File: src/rtl/sfc_pkg.sv
// Shared constants, item and result types, and the CRC-16 byte step for the frame checker.
package sfc_pkg;

  localparam logic [4:0]  FRAME_LEN    = 5'd23;
  localparam logic [4:0]  CRC_SPAN     = 5'd21;
  localparam logic [4:0]  COUNT_SAT    = 5'd24;
  localparam logic [4:0]  LAST_POS     = 5'd22;
  localparam logic [15:0] CRC_INIT     = 16'hFFFF;
  localparam logic [15:0] CRC_POLY     = 16'h1021;
  localparam logic [15:0] CRC_TOP      = 16'h8000;
  localparam logic [7:0]  MARKER_RESET = 8'hAA;

  localparam logic [1:0] RES_OK     = 2'd0;
  localparam logic [1:0] RES_LENGTH = 2'd1;
  localparam logic [1:0] RES_START  = 2'd2;
  localparam logic [1:0] RES_CRC    = 2'd3;

  typedef struct packed {
    logic [7:0] rx_byte;
    logic       last_byte;
  } sfc_item_t;

  typedef struct packed {
    logic [1:0]         frame_result;
    logic [7:0]         node_id;
    logic [7:0]         sequence_number;
    logic signed [15:0] accel_x;
    logic signed [15:0] accel_y;
    logic signed [15:0] accel_z;
    logic signed [15:0] gyro_x;
    logic signed [15:0] gyro_y;
    logic signed [15:0] gyro_z;
    logic [15:0]        vibration;
    logic signed [15:0] tilt_angle;
    logic [15:0]        sensor_flags;
  } sfc_result_t;

  // One byte of CRC-16, polynomial 0x1021, MSB first.
  function automatic logic [15:0] crc_byte(input logic [15:0] acc, input logic [7:0] b);
    logic [15:0] a;
    a = acc ^ {b, 8'h00};
    for (int k = 0; k < 8; k++) begin
      if ((a & CRC_TOP) != 16'h0000) begin
        a = {a[14:0], 1'b0} ^ CRC_POLY;
      end else begin
        a = {a[14:0], 1'b0};
      end
    end
    return a;
  endfunction

endpackage

File: src/rtl/sfc_in_stage.sv
// Input register: holds one received byte and its last-byte flag.
module sfc_in_stage (
  input  logic              clk,
  input  logic              rst_n,
  input  logic              take,
  input  logic              drain,
  input  logic [7:0]        rx_byte,
  input  logic              last_byte,
  output logic              item_valid,
  output sfc_pkg::sfc_item_t item
);
  import sfc_pkg::*;

  logic      valid_r, valid_nxt;
  sfc_item_t item_r;

  always_comb begin
    valid_nxt = valid_r;
    if (take) begin
      valid_nxt = 1'b1;
    end else if (drain) begin
      valid_nxt = 1'b0;
    end
  end

  always_ff @(posedge clk) begin
    if (!rst_n) begin
      valid_r <= 1'b0;
    end else begin
      valid_r <= valid_nxt;
    end
  end

  always_ff @(posedge clk) begin
    if (take) begin
      item_r.rx_byte   <= rx_byte;
      item_r.last_byte <= last_byte;
    end
  end

  assign item_valid = valid_r;
  assign item       = item_r;

endmodule

File: src/rtl/sfc_frame_core.sv
// Frame state: byte count, running CRC, byte store, marker register and the check/unpack logic.
module sfc_frame_core (
  input  logic                clk,
  input  logic                rst_n,
  input  logic                cfg_we,
  input  logic [7:0]          cfg_data,
  input  logic                step,
  input  sfc_pkg::sfc_item_t  item,
  output logic                res_valid,
  output sfc_pkg::sfc_result_t res
);
  import sfc_pkg::*;

  logic [4:0]  count_r, count_nxt;
  logic [15:0] crc_r, crc_nxt;
  logic [7:0]  marker_r;
  logic [7:0]  frame_r [FRAME_LEN];
  logic [1:0]  code;
  logic [4:0]  pos;

  assign pos = count_r;

  always_comb begin
    count_nxt = count_r;
    crc_nxt   = crc_r;
    if (item.last_byte) begin
      count_nxt = '0;
      crc_nxt   = CRC_INIT;
    end else begin
      if (pos < COUNT_SAT) begin
        count_nxt = pos + 5'd1;
      end
      if (pos < CRC_SPAN) begin
        crc_nxt = crc_byte(crc_r, item.rx_byte);
      end
    end
  end

  always_ff @(posedge clk) begin
    if (!rst_n) begin
      count_r  <= '0;
      crc_r    <= CRC_INIT;
      marker_r <= MARKER_RESET;
    end else begin
      if (step) begin
        count_r <= count_nxt;
        crc_r   <= crc_nxt;
      end
      if (cfg_we) begin
        marker_r <= cfg_data;
      end
    end
  end

  // Store bytes 0..22; anything past the frame length is dropped.
  always_ff @(posedge clk) begin
    if (step && (pos < FRAME_LEN)) begin
      frame_r[pos] <= item.rx_byte;
    end
  end

  // Byte 22 is the current item; the CRC span ended two bytes earlier.
  always_comb begin
    if (pos != LAST_POS) begin
      code = RES_LENGTH;
    end else if (frame_r[0] != marker_r) begin
      code = RES_START;
    end else if ({frame_r[21], item.rx_byte} != crc_r) begin
      code = RES_CRC;
    end else begin
      code = RES_OK;
    end
  end

  always_comb begin
    res = '0;
    res.frame_result = code;
    if (code == RES_OK) begin
      res.node_id         = frame_r[1];
      res.sequence_number = frame_r[2];
      res.accel_x         = {frame_r[3], frame_r[4]};
      res.accel_y         = {frame_r[5], frame_r[6]};
      res.accel_z         = {frame_r[7], frame_r[8]};
      res.gyro_x          = {frame_r[9], frame_r[10]};
      res.gyro_y          = {frame_r[11], frame_r[12]};
      res.gyro_z          = {frame_r[13], frame_r[14]};
      res.vibration       = {frame_r[15], frame_r[16]};
      res.tilt_angle      = {frame_r[17], frame_r[18]};
      res.sensor_flags    = {frame_r[19], frame_r[20]};
    end
  end

  assign res_valid = step && item.last_byte;

endmodule

File: src/rtl/sfc_out_reg.sv
// Result register: holds one finished frame result until the consumer takes it.
module sfc_out_reg (
  input  logic                 clk,
  input  logic                 rst_n,
  input  logic                 load,
  input  sfc_pkg::sfc_result_t res,
  input  logic                 out_stall,
  output logic                 out_valid,
  output logic                 free,
  output sfc_pkg::sfc_result_t res_q
);
  import sfc_pkg::*;

  logic        valid_r, valid_nxt;
  sfc_result_t res_r;

  assign free = !valid_r || !out_stall;

  always_comb begin
    valid_nxt = valid_r;
    if (load) begin
      valid_nxt = 1'b1;
    end else if (!out_stall) begin
      valid_nxt = 1'b0;
    end
  end

  always_ff @(posedge clk) begin
    if (!rst_n) begin
      valid_r <= 1'b0;
    end else begin
      valid_r <= valid_nxt;
    end
  end

  always_ff @(posedge clk) begin
    if (load) begin
      res_r <= res;
    end
  end

  assign out_valid = valid_r;
  assign res_q     = res_r;

endmodule

File: src/rtl/sensor_frame_check_and_unpack.sv
// Top level: checks a received sensor frame (length, start marker, CRC-16) and unpacks its fields.
//
//   port group | direction | handshake          | carries
//   in_*       | input     | in_valid/in_stall  | one frame byte and its last-byte flag
//   out_*      | output    | out_valid/out_stall| check result and unpacked fields, one per frame
//   cfg_*      | input     | cfg_valid/cfg_ready| start marker value
//
// One byte per cycle sustained while in_stall is low; a byte goes input register ->
// CRC/store logic -> result register, and out_valid rises when the result register loads.
// The CRC step is one byte wide, so each byte is folded into the CRC as a whole.
// Synchronous active-low reset clears count, CRC to 0xFFFF and the marker to 0xAA.
// in_stall rises only when a last byte waits on a full, stalled result register.
module sensor_frame_check_and_unpack (
  input  logic               clk,
  input  logic               rst_n,
  input  logic               in_valid,
  output logic               in_stall,
  input  logic [7:0]         in_rx_byte,
  input  logic               in_last_byte,
  input  logic               cfg_valid,
  output logic               cfg_ready,
  input  logic [7:0]         cfg_data,
  output logic               out_valid,
  input  logic               out_stall,
  output logic [1:0]         out_frame_result,
  output logic [7:0]         out_node_id,
  output logic [7:0]         out_sequence_number,
  output logic signed [15:0] out_accel_x,
  output logic signed [15:0] out_accel_y,
  output logic signed [15:0] out_accel_z,
  output logic signed [15:0] out_gyro_x,
  output logic signed [15:0] out_gyro_y,
  output logic signed [15:0] out_gyro_z,
  output logic [15:0]        out_vibration,
  output logic signed [15:0] out_tilt_angle,
  output logic [15:0]        out_sensor_flags
);
  import sfc_pkg::*;

  logic        s1_valid;
  sfc_item_t   s1_item;
  logic        s1_move;
  logic        take;
  logic        out_free;
  logic        res_valid;
  sfc_result_t res;
  sfc_result_t res_q;

  // A non-last byte never needs the result register, so it always advances.
  assign s1_move  = s1_valid && (!s1_item.last_byte || out_free);
  assign in_stall = s1_valid && !s1_move;
  assign take     = in_valid && !in_stall;
  assign cfg_ready = 1'b1;

  sfc_in_stage u_in (
    .clk        (clk),
    .rst_n      (rst_n),
    .take       (take),
    .drain      (s1_move),
    .rx_byte    (in_rx_byte),
    .last_byte  (in_last_byte),
    .item_valid (s1_valid),
    .item       (s1_item)
  );

  sfc_frame_core u_core (
    .clk       (clk),
    .rst_n     (rst_n),
    .cfg_we    (cfg_valid && cfg_ready),
    .cfg_data  (cfg_data),
    .step      (s1_move),
    .item      (s1_item),
    .res_valid (res_valid),
    .res       (res)
  );

  sfc_out_reg u_out (
    .clk       (clk),
    .rst_n     (rst_n),
    .load      (res_valid),
    .res       (res),
    .out_stall (out_stall),
    .out_valid (out_valid),
    .free      (out_free),
    .res_q     (res_q)
  );

  assign out_frame_result    = res_q.frame_result;
  assign out_node_id         = res_q.node_id;
  assign out_sequence_number = res_q.sequence_number;
  assign out_accel_x         = res_q.accel_x;
  assign out_accel_y         = res_q.accel_y;
  assign out_accel_z         = res_q.accel_z;
  assign out_gyro_x          = res_q.gyro_x;
  assign out_gyro_y          = res_q.gyro_y;
  assign out_gyro_z          = res_q.gyro_z;
  assign out_vibration       = res_q.vibration;
  assign out_tilt_angle      = res_q.tilt_angle;
  assign out_sensor_flags    = res_q.sensor_flags;

endmodule
File: config.mk
export PLATFORM = sky130hd
export DESIGN_NAME = sensor_frame_check_and_unpack
export DESIGN_NICKNAME = d
export VERILOG_FILES = /design/src/rtl/sfc_pkg.sv /design/src/rtl/sfc_in_stage.sv /design/src/rtl/sfc_frame_core.sv /design/src/rtl/sfc_out_reg.sv /design/src/rtl/sensor_frame_check_and_unpack.sv
export SDC_FILE = /design/constraint.sdc
export NUM_CORES = 1
export LEC_CHECK = 0
export ABC_AREA = 1
export ABC_CLOCK_PERIOD_IN_PS = 7500
export BUFFER_PORTS_ARGS = -buffer_cell sky130_fd_sc_hd__buf_2
export CORE_MARGIN = 3
export CORE_UTILIZATION = 35
export CTS_BUF_LIST = sky130_fd_sc_hd__clkbuf_16
export DETAILED_ROUTE_END_ITERATION = 8
export PLACE_DENSITY = 0.53
export SLEW_MARGIN = 20
export SYNTH_ARGS = -nofsm -noshare
export SYNTH_HDL_FRONTEND = slang
export SYNTH_SLANG_ARGS = --single-unit
File: constraint.sdc
create_clock -name clk -period 7.5 [get_ports clk]
set_input_delay 0.375 -clock clk [delete_from_list [all_inputs] [get_ports clk]]
set_output_delay 0.375 -clock clk [all_outputs]
set_load 0.01 [all_outputs]
Yosys cells after proc, flatten, opt, wreduce, memory -nomap -nowiden. Memory sizes are Yosys's and may differ from the RTL's. A register that Yosys moved wholly into a read port is not among the register bits. Index checks and enable logic that the tools add are counted. W data, S select, Z words.

Memories: 1. Bits of input ports: 22. Word-level logic and storage cells: 99. Flip-flop bits (word level): 42. RAM bits: 184.

Muxes and demuxes: 35. Bitwise operators: 9. Add/sub/neg operators: 1. Equal/unequal tests: 4. Reductions and logical operators: 38. $lt $le $gt $ge: 3.

Memories: u_core.frame_r (depth 23, width 8, rd ports 22, clocked after Yosys merged registers in 20, wr ports 1, line sfc_frame_core.sv:17) `logic [7:0] frame_r [FRAME_LEN];`.

Operators with widths (number): $mux W16 (16); $mux W13 (8); $logic_not A1 Y1 (25); $not A3 Y3 (8); $ne A16 B16 Y1 (1); $xor A16 B16 Y16 (1); $lt A5 B5 Y1 const B (3); $mux W5 (2); $ne A8 B8 Y1 (1); $mux W1 (6); $mux W2 (3); $reduce_bool A2 Y1 (3); $add A5 B1 Y5 const B (1); $logic_and A1 B1 Y1 (5); $ne A5 B5 Y1 const B (1); $reduce_and A2 Y1 (2); $logic_not A2 Y1 (1); $logic_or A1 B1 Y1 (2); $ne A2 B1 Y1 const B (1).

Logic depth before layout (Yosys ltp). Gate-level depths: netlist of run 1.

Depth after elaboration: 33. Mapped depth: 11. Depth with buffers taken out: 10.

Modules after synthesis. From an unflattened synthesis of run 1, not the netlist that was laid out.

Cells, all modules: 1064. Area total of the unflattened synthesis: 14206.1 um2.

By module, submodules not included: sfc_frame_core (seq. area each 5865.6 um2, cells each 874, instances 1, area an instance 8946.1 um2); sfc_out_reg (seq. area each 4884.7 um2, cells each 167, instances 1, area an instance 4907.2 um2); sfc_in_stage (seq. area each 290.3 um2, cells each 15, instances 1, area an instance 314.1 um2); sensor_frame_check_and_unpack (seq. area each 0.0 um2, cells each 8, instances 1, area an instance 38.8 um2).

Least setup slack after synthesis of run 1. Ideal clock, no wire load.

Path kind: register to register. Start: reg u_in.item_r, in the netlist u_in.item[0]. End: reg, netlist name u_out.res_q[0]. Path buffers: 0. Setup time: 0.515 ns. Slack: 3.117 ns. Period minus slack after synthesis: 4.383 ns. Data arrival time: 3.868 ns. Cell stages (with the launch flop): 6. Required time: 6.985 ns. Cell sequence: edfxtp_1 nand3_1 nand2_1 inv_1 nand2_1 inv_1.

Cells in the longest elaborated chain, start to end: 4.

RTL lines: from (decl) (line sfc_in_stage.sv:15) `sfc_item_t item_r;`; $logic_not A1 Y1 (line sensor_frame_check_and_unpack.sv:50) `assign s1_move = s1_valid && (!s1_item.last_byte || out_free);`; $logic_or A1 B1 Y1 (line sensor_frame_check_and_unpack.sv:50); $logic_and A1 B1 Y1 (line sensor_frame_check_and_unpack.sv:50); $logic_and A1 B1 Y1 (*) (line sfc_frame_core.sv:93) `assign res_valid = step && item.last_byte;`; named net res_valid (line sensor_frame_check_and_unpack.sv:45) `logic res_valid;`.

The timed path passes the listed nets; every way through them passes the cells marked *. A chain may end at the register's enable or synchronous reset.

Final worst setup path of run 1.
Start: reg u_in.item_r, in the netlist u_in.item[2]. End: reg, netlist name u_out.res_q[68].

Cells in the longest elaborated chain, start to end: 6.

RTL lines: $ne A16 B16 Y1 (line sfc_frame_core.sv:68) `end else if ({frame_r[21], item.rx_byte} != crc_r) begin`; $mux W2 (line sfc_frame_core.sv:68); $mux W2 (line sfc_frame_core.sv:66) `end else if (frame_r[0] != marker_r) begin`; $mux W2 (line sfc_frame_core.sv:64) `if (pos != LAST_POS) begin`; $logic_not A2 Y1 (line sfc_frame_core.sv:78) `if (code == RES_OK) begin`; $logic_not A1 Y1 (no line).

Every way passes these cells.

==> flow_metrics.env, run 1 <==
export IMPL_status="finished, final reports clean"
export IMPL_whs_ps=53.0
export IMPL_drtAntennaViolNets=0
export IMPL_cts_clk_slew_worst_paths_ps=60
export IMPL_core_um2=41200
export IMPL_grt_max_degree=112
export IMPL_synth_seq_cells=378
export IMPL_initial_core_util=0.358
export IMPL_p_per_area_nw_per_um2=255
export IMPL_drtPass1Iterations=5
export IMPL_antenna_found_initial=0
export IMPL_rows=74
export IMPL_fin_crit_ps=3860
export IMPL_worstMarginPinSlew_ps=1060
export IMPL_die_area_um2=44600
export IMPL_hold_violations=0
export IMPL_fmax_mhz=259
export IMPL_drt_iter0_drc=477
export IMPL_multiInputGateArea_um2=2700
export IMPL_avgSynthCellArea_um2=14.3
export IMPL_startpoint_type="register"
export IMPL_cts_buffers=41
export IMPL_cts_setup_buffers=0
export IMPL_overflow=0
export IMPL_place_congestion=0.814
export IMPL_synth_nets=1060
export IMPL_grt_pass1_wl_um=46000
export IMPL_tns_ps=0
export IMPL_maxSlewViolCount=0
export IMPL_r2r_slack_ps=3640
export IMPL_insertion_delay_ps=540
export IMPL_skew_ps=17.8
export IMPL_nets=1281
export IMPL_required_ps=7790
export IMPL_wl_um=30400
export IMPL_cp_end_kind="register"
export IMPL_regArea_um2=11000
export IMPL_fill_cells=3764
export IMPL_syn2layout_area_growth_pct=19.3
export IMPL_drt_drc_violations_left=0
export IMPL_cp_max_fo=111
export IMPL_peakVddDrop_v=0.000160
export IMPL_cts_max_path_buffers=3
export IMPL_cts_repair_resized=0
export IMPL_rsz0062_at_grt="no"
export IMPL_numPortBuffers=185
export IMPL_synthCells=1034
export IMPL_grt_usage=0.137
export IMPL_ys_types=28
export IMPL_diodes=0
export IMPL_vias_per_cell=4.26
export IMPL_drt_wirelength_per_cell_um=16.7
export IMPL_ys_warn_count=0
export IMPL_drive_above_1_share=0.279
export IMPL_relSlewSlack=0.291
export IMPL_leakage_nw=7.46
export IMPL_syn_area_um2=14800
export IMPL_via_count=7745
export IMPL_dp_hpwl_um=19100
export IMPL_cts_sinks=378
export IMPL_root_buffer="clkbuf_16"
export IMPL_grt_pass1_vias=7698
export IMPL_die_w_um=211
export IMPL_htreeDepth=2
export IMPL_setup_violations=0
export IMPL_hold_path_class="in -> reg"
export IMPL_finalCritPeriodShare=0.514
export IMPL_drv_cap=0
export IMPL_ioPinCount=187
export IMPL_cts_tree="yes"
export IMPL_worstPathArrival_ps=4140
export IMPL_worstSetupPathType="reg -> reg"
export IMPL_synth_seq_area_share=0.748
export IMPL_die_y_um=211
[critical path, stage by stage, from the launching register on]
cell and delay [ps]:
edfxtp_1 1050, inv_1 90, nand2_1 100, nand2_1 50, nand2_1 60, nor2_1 40
nand2_1 120, nor2_4 70, nand3_4 460, buf_12 720, buf_4 620, nor2_4 40
[where the power goes]
part / internal, mW / switching, mW / total, mW
sequential: 2.32 / 0.0203 / 2.34
combinational: 0.0487 / 0.102 / 0.150
clock: 1.21 / 0.788 / 1.99
total: 3.57 / 0.910 / 4.48
[area by class of cell]
cell class	instances	share of cell area
tap	532	0.0378
clock inverter	30	0.0150
clock buffer	43	0.0612
timing repair buffer	204	0.0627
inverter	198	0.0425
sequential	378	0.627
multi-input combinational	432	0.153
[per-stage QoR]
stage / total power [mW] / utilization / worst slack, ps / instances / area, um^2
2_1_floorplan: 2.48 / - / 3120 / 1034 / 14800
6_report: 4.48 / 0.427 / 3640 / 1817 / 17600
5_1_grt: 4.66 / 0.427 / 3360 / 1817 / 17600
3_3_place_gp: 2.53 / 0.392 / 3640 / 1735 / 16200
4_1_cts: 4.55 / 0.427 / 3570 / 1817 / 17600
3_5_place_dp: 2.53 / 0.392 / 3600 / 1735 / 16200
[synth_stat cells (all sizes together)]
cell type	n	share of area
a21oi	7	0.0024
ha	4	0.0034
xnor2	26	0.015
nand2b	1	0.00042
nand3b	2	0.0010
nor3	1	0.00034
inv	198	0.050
buf	14	0.016
o211ai	1	0.00051
conb	1	0.00025
nand2	119	0.030
xor2	7	0.0042
o21ai	14	0.0047
clkbuf	12	0.0031
nand4	3	0.0013
or2	1	0.00042
edfxtp	347	0.71
nand3	39	0.014
dfxtp	31	0.042
nor2	206	0.10
[logic make-up (layout without fill, tap and decap cells)]
group,count (synthesis),after routing,synth area share
AOI/OAI and AO/OA,22,22,0.00763
xor gates and xnor gates,33,33,0.0196
adders and majority gates,4,4,0.00339
buffers and inverters,224,475,0.0690
DFF,378,378,0.748
other,1,1,0.000254
and+or+nand+nor,372,372,0.152
[state kept, by name (all words and copies together) (netlist names)]
signal / count
u_out.out_valid: 1
u_core.marker_r: 8
u_core.crc_r: 16
u_out.res_q: 162
u_in.item_valid: 1
u_in.item: 9
u_core.count_r: 5
u_core.frame_r: 176
[worst paths after layout]
kind,from,endpoint,cells past startpoint
setup / recovery,u_in.item[2]$_DFFE_PP_,u_out.res_q[68]$_SDFFCE_PP0P_,11
hold / removal,cfg_data[5],u_core.marker_r[5]$_SDFFE_PN1P_,3
setup reg to reg,u_in.item[2]$_DFFE_PP_,u_out.res_q[68]$_SDFFCE_PP0P_,11
hold reg to reg,u_core.marker_r[7]$_SDFFE_PN1P_,u_core.marker_r[7]$_SDFFE_PN1P_,2
[placed cells by master (no fill, tap or decap), types with 2 or more instances in the layout]
| cell | instances |
|---|---|
| dlygate4sd3_1 | 9 |
| nor2_4 | 101 |
| xor2_1 | 7 |
| nor2_1 | 103 |
| o21ai_0 | 10 |
| buf_4 | 9 |
| buf_2 | 185 |
| clkinv_1 | 9 |
| nand4_1 | 3 |
| bufinv_16 | 5 |
| edfxtp_1 | 347 |
| inv_6 | 3 |
| ha_1 | 4 |
| clkinv_2 | 5 |
| inv_1 | 204 |
| dfxtp_1 | 31 |
| o21ai_1 | 4 |
| clkbuf_16 | 43 |
| xnor2_1 | 26 |
| nor2_2 | 2 |
| nand2_1 | 119 |
| a21oi_1 | 7 |
| nand3b_1 | 2 |
| nand3_1 | 38 |
[what timing repair did]
item	CTS	global route
hold buffers	9	0
endpoints found under the hold margin	9	0
setup endpoints to repair	0	0
[layer usage]
metal / wire length (um) / track usage / vias to the layer above
met5: 0 / 0 / -
met4: 456 / 0.0309 / 0
met3: 1670 / 0.0347 / 35
met2: 14800 / 0.228 / 176
met1: 13400 / 0.183 / 3737
li1: - / - / 3797
(Power assumes the default switching activity.)
==> run 2, diff against run 1 <==
- ABC_CLOCK_PERIOD_IN_PS: 7500 -> 3100
- PLACE_DENSITY: 0.53 -> 0.55
- clock period: 7.5 -> 3.1 ns (I/O delays scaled with it)
==> flow_metrics.env, run 2 (synthesis results as in run 1) <==
export IMPL_status="finished, final reports clean"
export IMPL_top_layer="met4"
export IMPL_grt_max_degree=92
export IMPL_cts_sinks=378
export IMPL_ff2ff_path_depth=7
export IMPL_overflow=0
export IMPL_met1_length_um=14600
export IMPL_die_w_um=211
export IMPL_hold_path_class="in -> reg"
export IMPL_rows=74
export IMPL_cp_max_fo=8
export IMPL_final_common_cell="edfxtp_1"
export IMPL_root_buffer="clkbuf_16"
export IMPL_drt_iter0_drc=568
export IMPL_swShare=0.208
export IMPL_wl_um=31600
export IMPL_drt_wirelength_per_cell_um=17.0
export IMPL_place_area_um2=16400
export IMPL_leakage_nw=7.64
export IMPL_core_um2=41200
export IMPL_cp_end_kind="register"
export IMPL_dr_wl_met2_um=14900
export IMPL_required_ps=3260
export IMPL_skew_ps=15.9
export IMPL_power_frac_seq=0.534
export IMPL_worstSetupPathType="reg -> reg"
export IMPL_htreeDepth=2
export IMPL_initial_core_util=0.358
export IMPL_antenna_found_initial=0
export IMPL_rsz0062_at_grt="no"
export IMPL_p_int_mw=8.37
export IMPL_drive_above_1_share=0.285
export IMPL_power_frac_comb=0.038
export IMPL_cts_buffers=41
export IMPL_startpoint_type="register"
export IMPL_dp_hpwl_um=19400
export IMPL_die_area_um2=44600
export IMPL_grt_pass1_vias=7585
export IMPL_fin_crit_ps=2400
export IMPL_postLayoutSetupSlackWorst_ps=705
export IMPL_drtPass1Iterations=5
export IMPL_largest_reg_flops=176
export IMPL_worstPathArrival_ps=2560
export IMPL_drtAntennaViolNets=0
export IMPL_drv_cap=0
export IMPL_p_per_area_nw_per_um2=590
export IMPL_preCtsSetupSlack_ps=714
export IMPL_nets=1323
export IMPL_hold_path_depth=2
export IMPL_peakVddDrop_v=0.000310
export IMPL_numPortBuffers=185
export IMPL_worstMarginPinSlew_ps=739
export IMPL_vias_per_cell=4.27
export IMPL_grt_usage=0.140
export IMPL_largest_register="u_core.frame_r"
export IMPL_place_congestion=0.785
export IMPL_finalCritPeriodShare=0.773
export IMPL_hold_violations=0
export IMPL_cts_clk_slew_worst_paths_ps=60
export IMPL_relSlewSlack=0.507
export IMPL_via_count=7943
export IMPL_p_sw_mw=2.20
export IMPL_die_y_um=211
export IMPL_insertion_delay_ps=530
export IMPL_tns_ps=0
export IMPL_cts_repair_resized=0
export IMPL_cts_max_path_buffers=3
export IMPL_maxSlewViolCount=0
export IMPL_power_total_mw=10.6
export IMPL_ioPinCount=187
export IMPL_fmax_mhz=417
export IMPL_cts_tree="yes"
export IMPL_final_cell_mix="edfxtp_1, inv_1, buf_2"
export IMPL_stdcell_area_um2=17900
export IMPL_syn2layout_area_growth_pct=21.4
export IMPL_pwr_share_clk=0.427
export IMPL_drt_drc_violations_left=0
export IMPL_cts_setup_buffers=0
export IMPL_wl_met3_um=1530
export IMPL_grt_pass1_wl_um=46700
export IMPL_setup_violations=0
## run 2: metrics by stage
step	std cells	hold slack, ps	util
2_1_floorplan	1034	254	-
3_3_place_gp	1759	336	0.398
3_5_place_dp	1759	334	0.398
4_1_cts	1859	37.4	0.435
5_1_grt	1859	60.1	0.435
6_report	1860	70.2	0.435
## run 2: worst max-delay path, stage by stage (launching register included)
cell      delay (ps)
edfxtp_1         460
nand3_1          130
nand2_1           90
inv_1            120
nand2_1          100
a21oi_1          270
nand2_1          250
nor2_1           610
## run 2: area by class of cell
cell class | instances | area [um^2]
antenna | 1 | 2.50
multi-input combinational | 432 | 2700
clock inverter | 29 | 150
inverter | 198 | 747
sequential | 378 | 11000
clock buffer | 44 | 1100
timing repair buffer | 246 | 1500
tap | 532 | 666
fill | 3754 | 23300
## run 2: final timing paths
| kind | startpoint | to | slack [ps] |
|---|---|---|---|
| worst max-delay path | u_in.item[0]$_DFFE_PP_ | u_core.frame_r[8][4]$_DFFE_PP_ | 700 |
| worst min-delay path | rst_n | u_core.crc_r[7]$_SDFFE_PN1P_ | 70 |
| worst max register to register | u_in.item[0]$_DFFE_PP_ | u_core.frame_r[8][4]$_DFFE_PP_ | 700 |
| worst min register to register | u_core.marker_r[7]$_SDFFE_PN1P_ | u_core.marker_r[7]$_SDFFE_PN1P_ | 500 |
## run 2: power by group through the flow
stage | Clock (mW) | Combinational (mW) | Sequential (mW)
after CTS | 4.65 | 0.411 | 5.65
after detailed placement | 0 | 0.383 | 5.76
after global placement | 0 | 0.379 | 5.76
after global routing | 4.88 | 0.454 | 5.65
after floorplan | 0 | 0.210 | 5.78
final | 4.52 | 0.405 | 5.65
## run 2: per-layer routing
metal	global-route usage	vias up
met4	0.0356	0
met3	0.0286	34
met2	0.228	199
met5	0	-
met1	0.194	3830
li1	-	3880
## run 2: what timing repair did
item,in CTS,in global routing
hold endpoints to repair,19,0
endpoints found under the setup margin,0,0
hold buffers,27,0
==> run 3, diff against run 2 <==
- ABC_CLOCK_PERIOD_IN_PS: 3100 -> 2000
- clock period: 3.1 -> 2 ns (I/O delays scaled with it)
==> flow_metrics.env, run 3 (synthesis results as in run 1) <==
export IMPL_status="finished, final reports clean"
export IMPL_initial_core_util=0.358
export IMPL_final_common_cell="edfxtp_1"
export IMPL_drtPass1Iterations=5
export IMPL_r2r_slack_ps=100
export IMPL_setup_worst_path_start="u_core.crc_r[12]$_SDFFE_PN1P_"
export IMPL_root_buffer="clkbuf_16"
export IMPL_final_cell_mix="edfxtp_1, inv_1, buf_2"
export IMPL_finalCritPeriodShare=0.949
export IMPL_htreeDepth=2
export IMPL_numPortBuffers=185
export IMPL_die_area_um2=44600
export IMPL_cts_buffers=41
export IMPL_antenna_found_initial=1
export IMPL_ff2ff_path_depth=10
export IMPL_ioPinCount=187
export IMPL_maxSlewViolCount=0
export IMPL_stdcell_area_um2=18500
export IMPL_reg2reg_to="u_out.res_q[58]$_SDFFCE_PP0P_"
export IMPL_diodes=0
export IMPL_largest_register="u_core.frame_r"
export IMPL_rsz0062_at_grt="no"
export IMPL_die_w_um=211
export IMPL_place_area_um2=16700
export IMPL_syn2layout_area_growth_pct=25.3
export IMPL_wl_met3_um=1880
export IMPL_regArea_um2=11000
export IMPL_finish_utilization=0.449
export IMPL_drive_above_1_share=0.312
export IMPL_wl_um=32700
export IMPL_setup_violations=0
export IMPL_required_ps=2420
export IMPL_dp_hpwl_um=20600
export IMPL_cts_tree="yes"
export IMPL_fmax_mhz=527
export IMPL_skew_ps=12.6
export IMPL_hold_path_class="in -> reg"
export IMPL_cp_end_kind="register"
export IMPL_grt_usage=0.143
export IMPL_cts_sinks=378
export IMPL_grt_pass1_wl_um=48100
export IMPL_dr_wl_met2_um=15100
export IMPL_cp_max_fo=7
export IMPL_power_total_mw=16.5
export IMPL_grt_max_degree=48
export IMPL_drt_wirelength_per_cell_um=17.2
export IMPL_grt_pass1_vias=8221
export IMPL_peakVddDrop_v=0.000493
export IMPL_r2r_start="u_core.crc_r[12]$_SDFFE_PN1P_"
export IMPL_worstMarginPinSlew_ps=500
export IMPL_rows=74
export IMPL_cts_max_path_buffers=3
export IMPL_leakage_nw=7.96
export IMPL_die_y_um=211
export IMPL_hold_violations=0
export IMPL_cts_clk_slew_worst_paths_ps=60
export IMPL_via_count=8214
export IMPL_startpoint_type="register"
export IMPL_largest_reg_flops=176
export IMPL_drtAntennaViolNets=0
export IMPL_preCtsSetupSlack_ps=33.0
export IMPL_cpMostUsedCell="nor2_4"
export IMPL_drt_drc_violations_left=0
export IMPL_place_congestion=0.868
export IMPL_overflow=0
export IMPL_relSlewSlack=0.666
export IMPL_worstSetupPathType="reg -> reg"
export IMPL_core_um2=41200
export IMPL_met1_length_um=14900
export IMPL_critPathCapture="u_out.res_q[58]$_SDFFCE_PP0P_"
export IMPL_tns_ps=0
export IMPL_postLayoutSetupSlackWorst_ps=103
export IMPL_top_layer="met4"
export IMPL_path_cells="xnor2_1 -> nand2_1 -> nor2_1 -> nand2_2 -> nor2_4 -> nand3_4 -> buf_6 -> clkbuf_16 -> buf_4 -> nor2_4"
export IMPL_cp_slowest_stage_delay_ps=420
export IMPL_drv_cap=0
export IMPL_insertion_delay_ps=550
export IMPL_fill_cells=3674
export IMPL_worstPathArrival_ps=2310
export IMPL_fin_crit_ps=1900
export IMPL_vias_per_cell=4.32
export IMPL_drt_iter0_drc=598
export IMPL_multiInputGateArea_um2=2730
export IMPL_p_per_area_nw_per_um2=893
export IMPL_slowest_stage="dfxtp_1"
export IMPL_nets=1366
run 3: cell types whose count changed in the layout (fill, tap and decap cells not counted), moves of 2 or more:
cell	before	now
bufinv_16	1	3
dfxtp_2	0	2
nor2_1	104	102
nand2_1	118	112
buf_6	0	3
dfxtp_1	31	29
buf_12	4	11
inv_6	1	3
buf_4	30	51
buf_16	0	2
nand2_2	1	7
dlygate4sd3_1	27	33
run 3: area by class of cell:
type,instances,share of cell area
flip-flops and latches,378,0.597
multi-input cells,432,0.148
clock buffers,41,0.0555
well taps,532,0.0360
inverters,198,0.0404
clock inverters,33,0.0122
repair buffers,289,0.111
run 3: stage by stage:
step | hold WS [ps] | std cells
2_1_floorplan | 199 | 1034
3_3_place_gp | 277 | 1786
3_5_place_dp | 280 | 1786
4_1_cts | 229 | 1893
5_1_grt | 255 | 1903
6_report | 262 | 1903
run 3: report_power, final:
group          switching, mW  internal, mW  leakage (nW)
Combinational          0.421         0.256          3.56
Clock                   2.98          4.11         0.666
Sequential            0.0708          8.68          3.74
Total                   3.47          13.0          7.96
run 3: worst max-delay path, delay by kind of cell, from the launching register on:
family	cells	cell delay [ps]
xor gates and xnor gates	1	140
buffers and inverters	3	490
DFF	1	420
and+or+nand+nor	6	700
run 3: how the worst min path moves through the flow:
stage	startpoint	to	depth (start not counted)
floorplan	in_last_byte	u_in.item[0]$_DFFE_PP_	0
global placement	in_rx_byte[0]	u_in.item[1]$_DFFE_PP_	1
detailed placement	in_rx_byte[7]	u_in.item[8]$_DFFE_PP_	1
CTS	in_rx_byte[2]	u_in.item[3]$_DFFE_PP_	2
global route	in_rx_byte[6]	u_in.item[7]$_DFFE_PP_	2
finish	in_rx_byte[2]	u_in.item[3]$_DFFE_PP_	2
run 3: per-layer routing:
layer  vias up  GRT usage
met3        56     0.0313
met5         -          0
met4         0     0.0533
li1       3965          -
met2       231      0.224
met1      3962      0.196
run 3: repair_timing:
action / in CTS / in global routing
buffers inserted: 0 / 5
hold endpoints to repair: 26 / 0
hold buffers: 33 / 0
endpoints found under the setup margin: 0 / 238
resized for setup: 0 / 17
